--- config.mk ---
export PLATFORM = sky130hd
export DESIGN_NAME = cfs_ctrl
export DESIGN_NICKNAME = d
export VERILOG_FILES = /design/src/sv/cfs_pkg.sv /design/src/sv/cfs_ctrl.sv
export SDC_FILE = /design/constraint.sdc
export NUM_CORES = 1
export LEC_CHECK = 0
export CELL_PAD_IN_SITES_DETAIL_PLACEMENT = 2
export CELL_PAD_IN_SITES_GLOBAL_PLACEMENT = 2
export CORE_MARGIN = 4
export CORE_UTILIZATION = 40
export DETAILED_ROUTE_END_ITERATION = 12
export DONT_BUFFER_PORTS = 1
export PLACE_DENSITY_LB_ADDON = 0.1
export RECOVER_POWER = 100
export SLEW_MARGIN = 10
export SYNTH_ARGS = -nofsm -noshare
export SYNTH_HDL_FRONTEND = slang
export SYNTH_SLANG_ARGS = --single-unit
--- constraint.sdc ---
create_clock -name i_clk -period 8.8 [get_ports i_clk]
set_input_delay 0.44 -clock i_clk [delete_from_list [all_inputs] [get_ports i_clk]]
set_output_delay 0.44 -clock i_clk [all_outputs]
set_load 0.02 [all_outputs]
--- src/sv/cfs_pkg.sv ---
// Shared types and constants for the Cholesky factor / solve block.
// Used by cfs_ctrl, cfs_dpath and cholesky_factor_solve; no dependencies.
package cfs_pkg;

    localparam int ACC_W      = 64;   // Q16.48 accumulator
    localparam int FRAC_BITS  = 24;   // fraction bits of a Q8.24 value
    localparam int IDX_W      = 5;    // row / column / solution index fields
    localparam int OP_W       = 3;
    localparam int ST_W       = 2;
    localparam int ORD_W      = 6;    // matrix_order register
    localparam int ADDR_MAX_W = 6;    // widest row/column address (order up to 64)

    typedef enum logic [OP_W-1:0] {
        OP_LOAD_MAT   = 3'd0,
        OP_LOAD_RHS   = 3'd1,
        OP_FACTOR     = 3'd2,
        OP_SOLVE      = 3'd3,
        OP_SOLVE_UNIT = 3'd4
    } t_opcode;

    typedef enum logic [ST_W-1:0] {
        ST_OK           = 2'd0,
        ST_NOT_PD       = 2'd1,
        ST_NOT_FACTORED = 2'd2
    } t_status;

    // first operand source of a multiply-accumulate
    typedef enum logic [2:0] {
        ASEL_MAT  = 3'd0,
        ASEL_VEC  = 3'd1,
        ASEL_XS   = 3'd2,
        ASEL_ONE  = 3'd3,
        ASEL_ZERO = 3'd4
    } t_asel;

    // second operand source
    typedef enum logic {
        BSEL_MAT = 1'b0,
        BSEL_XS  = 1'b1
    } t_bsel;

    // controller -> datapath commands
    typedef struct packed {
        logic                  mac_v;
        logic                  mac_load;
        t_asel                 a_sel;
        t_bsel                 b_sel;
        logic [ADDR_MAX_W-1:0] a_row;
        logic [ADDR_MAX_W-1:0] a_col;
        logic [ADDR_MAX_W-1:0] b_row;
        logic [ADDR_MAX_W-1:0] b_col;
        logic [ADDR_MAX_W-1:0] xs_addr;
        logic [ADDR_MAX_W-1:0] i_addr;
        logic [ADDR_MAX_W-1:0] w_row;
        logic [ADDR_MAX_W-1:0] w_col;
        logic                  mat_we_load;
        logic                  vec_we_load;
        logic                  mat_we_fac;
        logic                  xs_we;
        logic                  piv_we;
        logic                  sq_start;
        logic                  div_start;
        logic                  div_diag;
        logic                  out_load;
        logic                  out_from_xs;
        logic [IDX_W-1:0]      out_idx;
        t_status               out_st;
        logic                  out_last;
    } t_cmd;

    // datapath -> controller status
    typedef struct packed {
        logic acc_nonpos;
        logic sq_busy;
        logic div_busy;
        logic out_free;
    } t_stat;

endpackage

--- src/sv/cfs_ctrl.sv ---
// Sequencer for load, factor and solve commands of the Cholesky block.
// Depends on cfs_pkg; drives cfs_dpath through t_cmd and reads t_stat.
module cfs_ctrl #(
    parameter int MAX_ORDER = 32
) (
    input  logic                         i_clk,
    input  logic                         i_rst_n,
    input  logic                         i_s_tvalid,
    output logic                         o_s_tready,
    input  logic [cfs_pkg::OP_W-1:0]     i_opcode,
    input  logic [cfs_pkg::IDX_W-1:0]    i_row,
    input  logic [cfs_pkg::IDX_W-1:0]    i_col,
    input  logic                         i_cfg_wr_en,
    input  logic [cfs_pkg::ORD_W-1:0]    i_cfg_wr_data,
    input  cfs_pkg::t_stat               i_stat,
    output cfs_pkg::t_cmd                o_cmd
);

    localparam int CW = $clog2(MAX_ORDER + 1);
    localparam int AM = cfs_pkg::ADDR_MAX_W;

    typedef enum logic [9:0] {
        S_IDLE  = 10'b00_0000_0001,
        S_MAC   = 10'b00_0000_0010,
        S_DRAIN = 10'b00_0000_0100,
        S_PIVOT = 10'b00_0000_1000,
        S_SQRT  = 10'b00_0001_0000,
        S_DIV   = 10'b00_0010_0000,
        S_DIVW  = 10'b00_0100_0000,
        S_RES   = 10'b00_1000_0000,
        S_EMRD  = 10'b01_0000_0000,
        S_EMIT  = 10'b10_0000_0000
    } t_state;

    // which inner product is being accumulated
    typedef enum logic [1:0] {
        K_FDIAG = 2'd0,
        K_FOFF  = 2'd1,
        K_FWD   = 2'd2,
        K_BWD   = 2'd3
    } t_kind;

    t_state                      r_state, n_state;
    t_kind                       r_kind, n_kind;
    logic [CW-1:0]               r_i, n_i;
    logic [CW-1:0]               r_j, n_j;
    logic [CW-1:0]               r_k, n_k;
    logic [CW-1:0]               r_order, n_order;
    logic                        r_first, n_first;
    logic                        r_unit, n_unit;
    logic [cfs_pkg::IDX_W-1:0]   r_col, n_col;
    logic                        r_factored, n_factored;
    logic                        r_dr, n_dr;
    logic [cfs_pkg::IDX_W-1:0]   r_res_idx, n_res_idx;
    cfs_pkg::t_status            r_res_st, n_res_st;

    logic [CW-1:0]               w_kend;
    logic                        w_i_last;
    logic                        w_unit_hit;
    logic                        w_row_ok;
    logic                        w_col_ok;

    assign w_kend     = (r_kind == K_BWD) ? r_order : r_i;
    assign w_i_last   = !((r_i + CW'(1)) < r_order);
    assign w_unit_hit = (32'(r_i) == 32'(r_col));
    assign w_row_ok   = (32'(i_row) < MAX_ORDER);
    assign w_col_ok   = (32'(i_col) < MAX_ORDER);
    assign o_s_tready = (r_state == S_IDLE);

    // next state and command decode
    always_comb begin
        n_state    = r_state;
        n_kind     = r_kind;
        n_i        = r_i;
        n_j        = r_j;
        n_k        = r_k;
        n_order    = r_order;
        n_first    = r_first;
        n_unit     = r_unit;
        n_col      = r_col;
        n_factored = r_factored;
        n_dr       = r_dr;
        n_res_idx  = r_res_idx;
        n_res_st   = r_res_st;

        o_cmd         = '0;
        o_cmd.i_addr  = AM'(r_i);
        o_cmd.xs_addr = AM'(r_i);
        o_cmd.w_row   = AM'(r_j);
        o_cmd.w_col   = AM'(r_i);
        o_cmd.div_diag = (r_kind == K_FWD) || (r_kind == K_BWD);

        unique case (r_state)
            S_IDLE: begin
                if (i_s_tvalid) begin
                    unique case (cfs_pkg::t_opcode'(i_opcode))
                        cfs_pkg::OP_LOAD_MAT: begin
                            if (w_row_ok && w_col_ok) begin
                                o_cmd.mat_we_load = 1'b1;
                                n_factored        = 1'b0;
                            end
                        end
                        cfs_pkg::OP_LOAD_RHS: begin
                            o_cmd.vec_we_load = w_row_ok;
                        end
                        cfs_pkg::OP_FACTOR: begin
                            n_i     = '0;
                            n_k     = '0;
                            n_kind  = K_FDIAG;
                            n_first = 1'b1;
                            n_state = S_MAC;
                        end
                        cfs_pkg::OP_SOLVE, cfs_pkg::OP_SOLVE_UNIT: begin
                            if (!r_factored) begin
                                n_res_idx = '0;
                                n_res_st  = cfs_pkg::ST_NOT_FACTORED;
                                n_state   = S_RES;
                            end else begin
                                n_unit  = (cfs_pkg::t_opcode'(i_opcode) ==
                                           cfs_pkg::OP_SOLVE_UNIT);
                                n_col   = i_col;
                                n_i     = '0;
                                n_kind  = K_FWD;
                                n_first = 1'b1;
                                n_state = S_MAC;
                            end
                        end
                        default: begin
                        end
                    endcase
                end
            end

            // one multiply-accumulate issued per cycle
            S_MAC: begin
                if (r_first) begin
                    o_cmd.mac_v    = 1'b1;
                    o_cmd.mac_load = 1'b1;
                    n_first        = 1'b0;
                    n_k            = (r_kind == K_BWD) ? (r_i + CW'(1)) : '0;
                    case (r_kind)
                        K_FDIAG: begin
                            o_cmd.a_sel = cfs_pkg::ASEL_MAT;
                            o_cmd.a_row = AM'(r_i);
                            o_cmd.a_col = AM'(r_i);
                        end
                        K_FOFF: begin
                            o_cmd.a_sel = cfs_pkg::ASEL_MAT;
                            o_cmd.a_row = AM'(r_i);
                            o_cmd.a_col = AM'(r_j);
                        end
                        K_FWD: begin
                            if (r_unit) begin
                                o_cmd.a_sel = w_unit_hit ? cfs_pkg::ASEL_ONE
                                                         : cfs_pkg::ASEL_ZERO;
                            end else begin
                                o_cmd.a_sel = cfs_pkg::ASEL_VEC;
                            end
                        end
                        default: begin
                            o_cmd.a_sel = cfs_pkg::ASEL_XS;
                        end
                    endcase
                end else if (r_k < w_kend) begin
                    o_cmd.mac_v = 1'b1;
                    n_k         = r_k + CW'(1);
                    case (r_kind)
                        K_FDIAG: begin
                            o_cmd.a_sel = cfs_pkg::ASEL_MAT;
                            o_cmd.b_sel = cfs_pkg::BSEL_MAT;
                            o_cmd.a_row = AM'(r_i);
                            o_cmd.a_col = AM'(r_k);
                            o_cmd.b_row = AM'(r_i);
                            o_cmd.b_col = AM'(r_k);
                        end
                        K_FOFF: begin
                            o_cmd.a_sel = cfs_pkg::ASEL_MAT;
                            o_cmd.b_sel = cfs_pkg::BSEL_MAT;
                            o_cmd.a_row = AM'(r_i);
                            o_cmd.a_col = AM'(r_k);
                            o_cmd.b_row = AM'(r_j);
                            o_cmd.b_col = AM'(r_k);
                        end
                        K_FWD: begin
                            o_cmd.a_sel   = cfs_pkg::ASEL_MAT;
                            o_cmd.b_sel   = cfs_pkg::BSEL_XS;
                            o_cmd.a_row   = AM'(r_i);
                            o_cmd.a_col   = AM'(r_k);
                            o_cmd.xs_addr = AM'(r_k);
                        end
                        default: begin
                            o_cmd.a_sel   = cfs_pkg::ASEL_MAT;
                            o_cmd.b_sel   = cfs_pkg::BSEL_XS;
                            o_cmd.a_row   = AM'(r_k);
                            o_cmd.a_col   = AM'(r_i);
                            o_cmd.xs_addr = AM'(r_k);
                        end
                    endcase
                end else begin
                    n_dr    = 1'b0;
                    n_state = S_DRAIN;
                end
            end

            // let the two-stage MAC pipe settle into the accumulator
            S_DRAIN: begin
                n_dr = 1'b1;
                if (r_dr) begin
                    n_state = (r_kind == K_FDIAG) ? S_PIVOT : S_DIV;
                end
            end

            S_PIVOT: begin
                if (i_stat.acc_nonpos) begin
                    n_factored = 1'b0;
                    n_res_idx  = cfs_pkg::IDX_W'(r_i);
                    n_res_st   = cfs_pkg::ST_NOT_PD;
                    n_state    = S_RES;
                end else begin
                    o_cmd.sq_start = 1'b1;
                    n_state        = S_SQRT;
                end
            end

            S_SQRT: begin
                if (!i_stat.sq_busy) begin
                    o_cmd.piv_we = 1'b1;
                    if (w_i_last) begin
                        n_factored = 1'b1;
                        n_res_idx  = '0;
                        n_res_st   = cfs_pkg::ST_OK;
                        n_state    = S_RES;
                    end else begin
                        n_j     = r_i + CW'(1);
                        n_kind  = K_FOFF;
                        n_first = 1'b1;
                        n_state = S_MAC;
                    end
                end
            end

            S_DIV: begin
                o_cmd.div_start = 1'b1;
                n_state         = S_DIVW;
            end

            S_DIVW: begin
                if (!i_stat.div_busy) begin
                    n_first = 1'b1;
                    n_state = S_MAC;
                    case (r_kind)
                        K_FOFF: begin
                            o_cmd.mat_we_fac = 1'b1;
                            if ((r_j + CW'(1)) < r_order) begin
                                n_j = r_j + CW'(1);
                            end else begin
                                n_i    = r_i + CW'(1);
                                n_kind = K_FDIAG;
                            end
                        end
                        K_FWD: begin
                            o_cmd.xs_we = 1'b1;
                            if (w_i_last) begin
                                n_kind = K_BWD;
                            end else begin
                                n_i = r_i + CW'(1);
                            end
                        end
                        default: begin
                            o_cmd.xs_we = 1'b1;
                            if (r_i == '0) begin
                                n_first = 1'b0;
                                n_state = S_EMRD;
                            end else begin
                                n_i = r_i - CW'(1);
                            end
                        end
                    endcase
                end
            end

            S_RES: begin
                if (i_stat.out_free) begin
                    o_cmd.out_load = 1'b1;
                    o_cmd.out_idx  = r_res_idx;
                    o_cmd.out_st   = r_res_st;
                    o_cmd.out_last = 1'b1;
                    n_state        = S_IDLE;
                end
            end

            S_EMRD: begin
                n_state = S_EMIT;
            end

            S_EMIT: begin
                if (i_stat.out_free) begin
                    o_cmd.out_load    = 1'b1;
                    o_cmd.out_from_xs = 1'b1;
                    o_cmd.out_idx     = cfs_pkg::IDX_W'(r_i);
                    o_cmd.out_st      = cfs_pkg::ST_OK;
                    o_cmd.out_last    = w_i_last;
                    if (w_i_last) begin
                        n_state = S_IDLE;
                    end else begin
                        n_i     = r_i + CW'(1);
                        n_state = S_EMRD;
                    end
                end
            end

            default: begin
                n_state = S_IDLE;
            end
        endcase

        // order register write, clamped to 1..MAX_ORDER
        if (i_cfg_wr_en) begin
            n_factored = 1'b0;
            if (i_cfg_wr_data == '0) begin
                n_order = CW'(1);
            end else if (32'(i_cfg_wr_data) > MAX_ORDER) begin
                n_order = CW'(MAX_ORDER);
            end else begin
                n_order = CW'(i_cfg_wr_data);
            end
        end
    end

    always_ff @(posedge i_clk) begin
        if (!i_rst_n) begin
            r_state    <= S_IDLE;
            r_kind     <= K_FDIAG;
            r_i        <= '0;
            r_j        <= '0;
            r_k        <= '0;
            r_order    <= CW'(1);
            r_first    <= 1'b0;
            r_unit     <= 1'b0;
            r_col      <= '0;
            r_factored <= 1'b0;
            r_dr       <= 1'b0;
            r_res_idx  <= '0;
            r_res_st   <= cfs_pkg::ST_OK;
        end else begin
            r_state    <= n_state;
            r_kind     <= n_kind;
            r_i        <= n_i;
            r_j        <= n_j;
            r_k        <= n_k;
            r_order    <= n_order;
            r_first    <= n_first;
            r_unit     <= n_unit;
            r_col      <= n_col;
            r_factored <= n_factored;
            r_dr       <= n_dr;
            r_res_idx  <= n_res_idx;
            r_res_st   <= n_res_st;
        end
    end

endmodule

==> key figures <==
STA
  – Final TNS setup: 0 ps
  – RSZ-0062 raised after global routing: no
  – Max_slew headroom: -0.232
  – Final Critical Period: 5270 ps
  – Clk_skew: 12.5 ps
  – Slew Viols, Final: 53
  – Final Setup Violations: 0
  – Final period utilization: 0.599
  – Fmax: 190 MHz
  – Worst hold slack: 194 ps
  – Worst setup margin: 3530 ps
  – Final hold viol count: 0
  – Slew @ Worst Pin: 1830 ps

Setup path
  – Reg2Reg Launch Point: r_i[0]
  – Reg2reg setup slack: 3530 ps
  – R2R cell count: 9
  – Crit Reg-Reg Endpoint: r_kind[1]
  – Setup crit start kind: register
  – Crit path DAT: 5520 ps
  – Worst setup path class: register to register
  – Worst Path Required: 9050 ps
  – Setup crit end kind: register
  – Critical Path Fanout Max: 19

Synth
  – Synth Cell Area: 4730 um^2
  – Post-synth net total: 668
  – Mapped Avg Cell Area: 7.67 um^2
  – Synth cell count leaders: nor2_1 (61), dfxtp_1 (52), nand2_1 (48)
  – Main flop type after synthesis: dfxtp_1
  – Synthesized instance count: 617
  – Cell with the most instances after synthesis: nor2_1
  – Leading area contributor after synthesis: dfxtp_1
  – Post-synthesis xor/xnor area fraction: 0.0426
  – EDFF count, synth: 0
  – Post-synthesis cell type count: 79
  – Sequential share of the synthesized area: 0.220
  – Post-synthesis simple-gate area fraction: 0.282
  – Compound-gate portion of the synthesized area: 0.253
  – Synth Area in Adders: 0.0634
  – Share of the synthesized area in the top cell type: 0.220
  – Main combinational cell family by area after synthesis: simple AND/OR/NAND/NOR gates
  – Synthesized flop and latch total: 52
  – Yosys warning total: 0
  – Multiplexer area fraction after synthesis: 0.0555
  – Synth top area cells: dfxtp_1 (22%), ha_1 (6.3%), nor2_1 (4.8%)
  – Synth async-reset ratio: 0

Clock tree
  – Clock buffer depth: 2
  – Htree depth: 2
  – CTS Buf Count: 5
  – # clock sinks: 52
  – Clock transition at path regs: 80 ps
  – Worst-skew pair later-pin latency: 310 ps
  – CTS resizes: 0
  – Hold buffers post-CTS: 0
  – CTS tree: done
  – CTS Root Cell: clkbuf_16
  – # Post-CTS Setup Buffers: 0

Power
  – Internal power: 0.520 mW
  – Clk pwr share: 0.197
  – Tot Pwr: 1.01 mW
  – Pwr/cell area: 215 nW/um^2
  – Flop pwr share: 0.309
  – Psw: 0.495 mW
  – Gate power share: 0.494
  – Switching part of the total power: 0.488
  – Peak VDD IR: 0.0992 mV
  – Pleak: 1.74 nW

Job
  – Max Cap Viol: 3

GRT
  – Global Route Usage Sum: 0.274
  – Global-route wire length before repair: 28800 um
  – Initial antenna violation count: 0
  – Largest net degree at the start of global routing: 34
  – Vias in the first global route: 4958
  – GRT overflow: 0

Floorplanning
  – Core ar.: 11500 um^2
  – Die extent in x: 117 um
  – Area of the die: 13600 um^2
  – Initial Util: 0.411
  – Die H: 117 um
  – I/O pin cnt: 100
  – FP Rows: 39

Finish
  – Area grow syn2layout: -0.185%
  – N_diodes: 0
  – Final core occ: 0.410
  – Layout cell share with drive strength beyond 1: 0.0430
  – Finished Cell Area: 4720 um^2
  – Final #Nets: 633
  – Fillers: 1363
  – Post-Layout Cell Count: 725

Routing
  – DR WL/cell: 25.9 um
  – Drt drc: 0
  – Detail Route Antenna Nets: 0
  – Final wirelength: 18800 um
  – Vias post-DR: 4813
  – Iteration-0 DRC Markers: 321
  – Vias/cell: 6.64
  – Drt first pass iters: 5

Placement
  – Post-DP HPWL: 13900 um
  – Placed cells: 718
  – Area post-placement: 4660 um^2
  – Buffers on Ports: 0
  – Place WS: 4440 ps
  – Routability Congestion: 0.903

Run status
  – Violated checks: max-capacitance violations, max-slew violations
  – Status: finished with violations

Min path
  – Worst hold-check path type: input port to register
  – Hold Path Depth: 1
  – HP Start: i_cfg_wr_en
  – Worst Hold End: r_factored
[area by class of cell]
class / instances / area (um^2) / area share
Multi-Input combinational cell: 493 / 3250 / 0.689
Sequential cell: 52 / 1040 / 0.220
Tap cell: 143 / 179 / 0.0379
Clock buffer: 6 / 129 / 0.0273
Inverter: 22 / 82.6 / 0.0175
Timing Repair Buffer: 8 / 33.8 / 0.00715
Clock inverter: 1 / 5.00 / 0.00106
[sequential cells by signal (all words and copies together) (netlist names)]
register	count
r_i	6
r_factored	1
r_state	10
r_dr	1
r_first	1
r_j	6
r_order	6
r_k	6
r_unit	1
r_kind	2
r_res_idx	5
r_res_st	2
r_col	5
[logic make-up after synthesis]
logic type,after synthesis
adders and majority gates,24
buffers and inverters,72
DFF,52
AOI/OAI and AO/OA,170
and+or+nand+nor,251
muxes,25
xor gates and xnor gates,23
[metal layers]
metal,GRT usage,vias up,part of all wire
met1,0.381,2431,0.45
met2,0.452,165,0.48
li1,-,2195,-
met3,0.0350,22,0.055
met5,0,-,0
met4,0.0665,0,0.016
[layout by cell type (no fill, tap or decap), types with 6 or more instances in the layout]
cell type	synthesis	layout
clkbuf_1	30	8
and2_0	2	15
o21ai_0	27	30
mux2i_1	17	18
a21oi_1	33	33
nor3b_1	7	7
nor4_1	12	15
nand2_1	48	48
a211oi_1	11	11
xnor2_1	12	12
inv_1	22	22
dfxtp_1	52	52
nor2b_1	12	12
mux2_1	0	6
nand3_1	25	25
nand2b_1	10	10
ha_1	24	24
xor2_1	11	11
or3_1	6	6
nor2_1	61	61
a31oi_1	7	7
o21a_1	7	7
nor3_1	17	17
a221oi_1	8	8
a22oi_1	14	14
[worst max-delay path, stage by stage (launching register included)]
cell and delay, ps:
dfxtp_1 390, clkbuf_1 1080, inv_1 360, ha_1 630
ha_1 300, a21boi_0 140, o21ai_0 710, nand2_1 350
a2111oi_0 980, mux2i_1 260
[power groups by stage]
stage,Combinational [mW],Sequential [mW],Clock [mW]
4_1_cts,0.509,0.311,0.204
3_3_place_gp,0.488,0.314,0
3_5_place_dp,0.504,0.316,0
5_1_grt,0.553,0.318,0.212
6_report,0.502,0.313,0.199
2_1_floorplan,0.414,0.278,0
[how the worst max path moves through the flow]
stage | startpoint | end | slack [ps]
finish | r_i[0] | r_kind[1] | 3530
global route | r_i[0] | r_kind[0] | 3230
CTS | r_kind[1] | o_cmd[58] | 4290
detailed placement | r_i[1] | r_res_st[1] | 4440
global placement | r_i[1] | r_res_st[1] | 4640
floorplan | r_kind[0] | o_cmd[58] | 5250
Power figures use the tool's default switching activity.
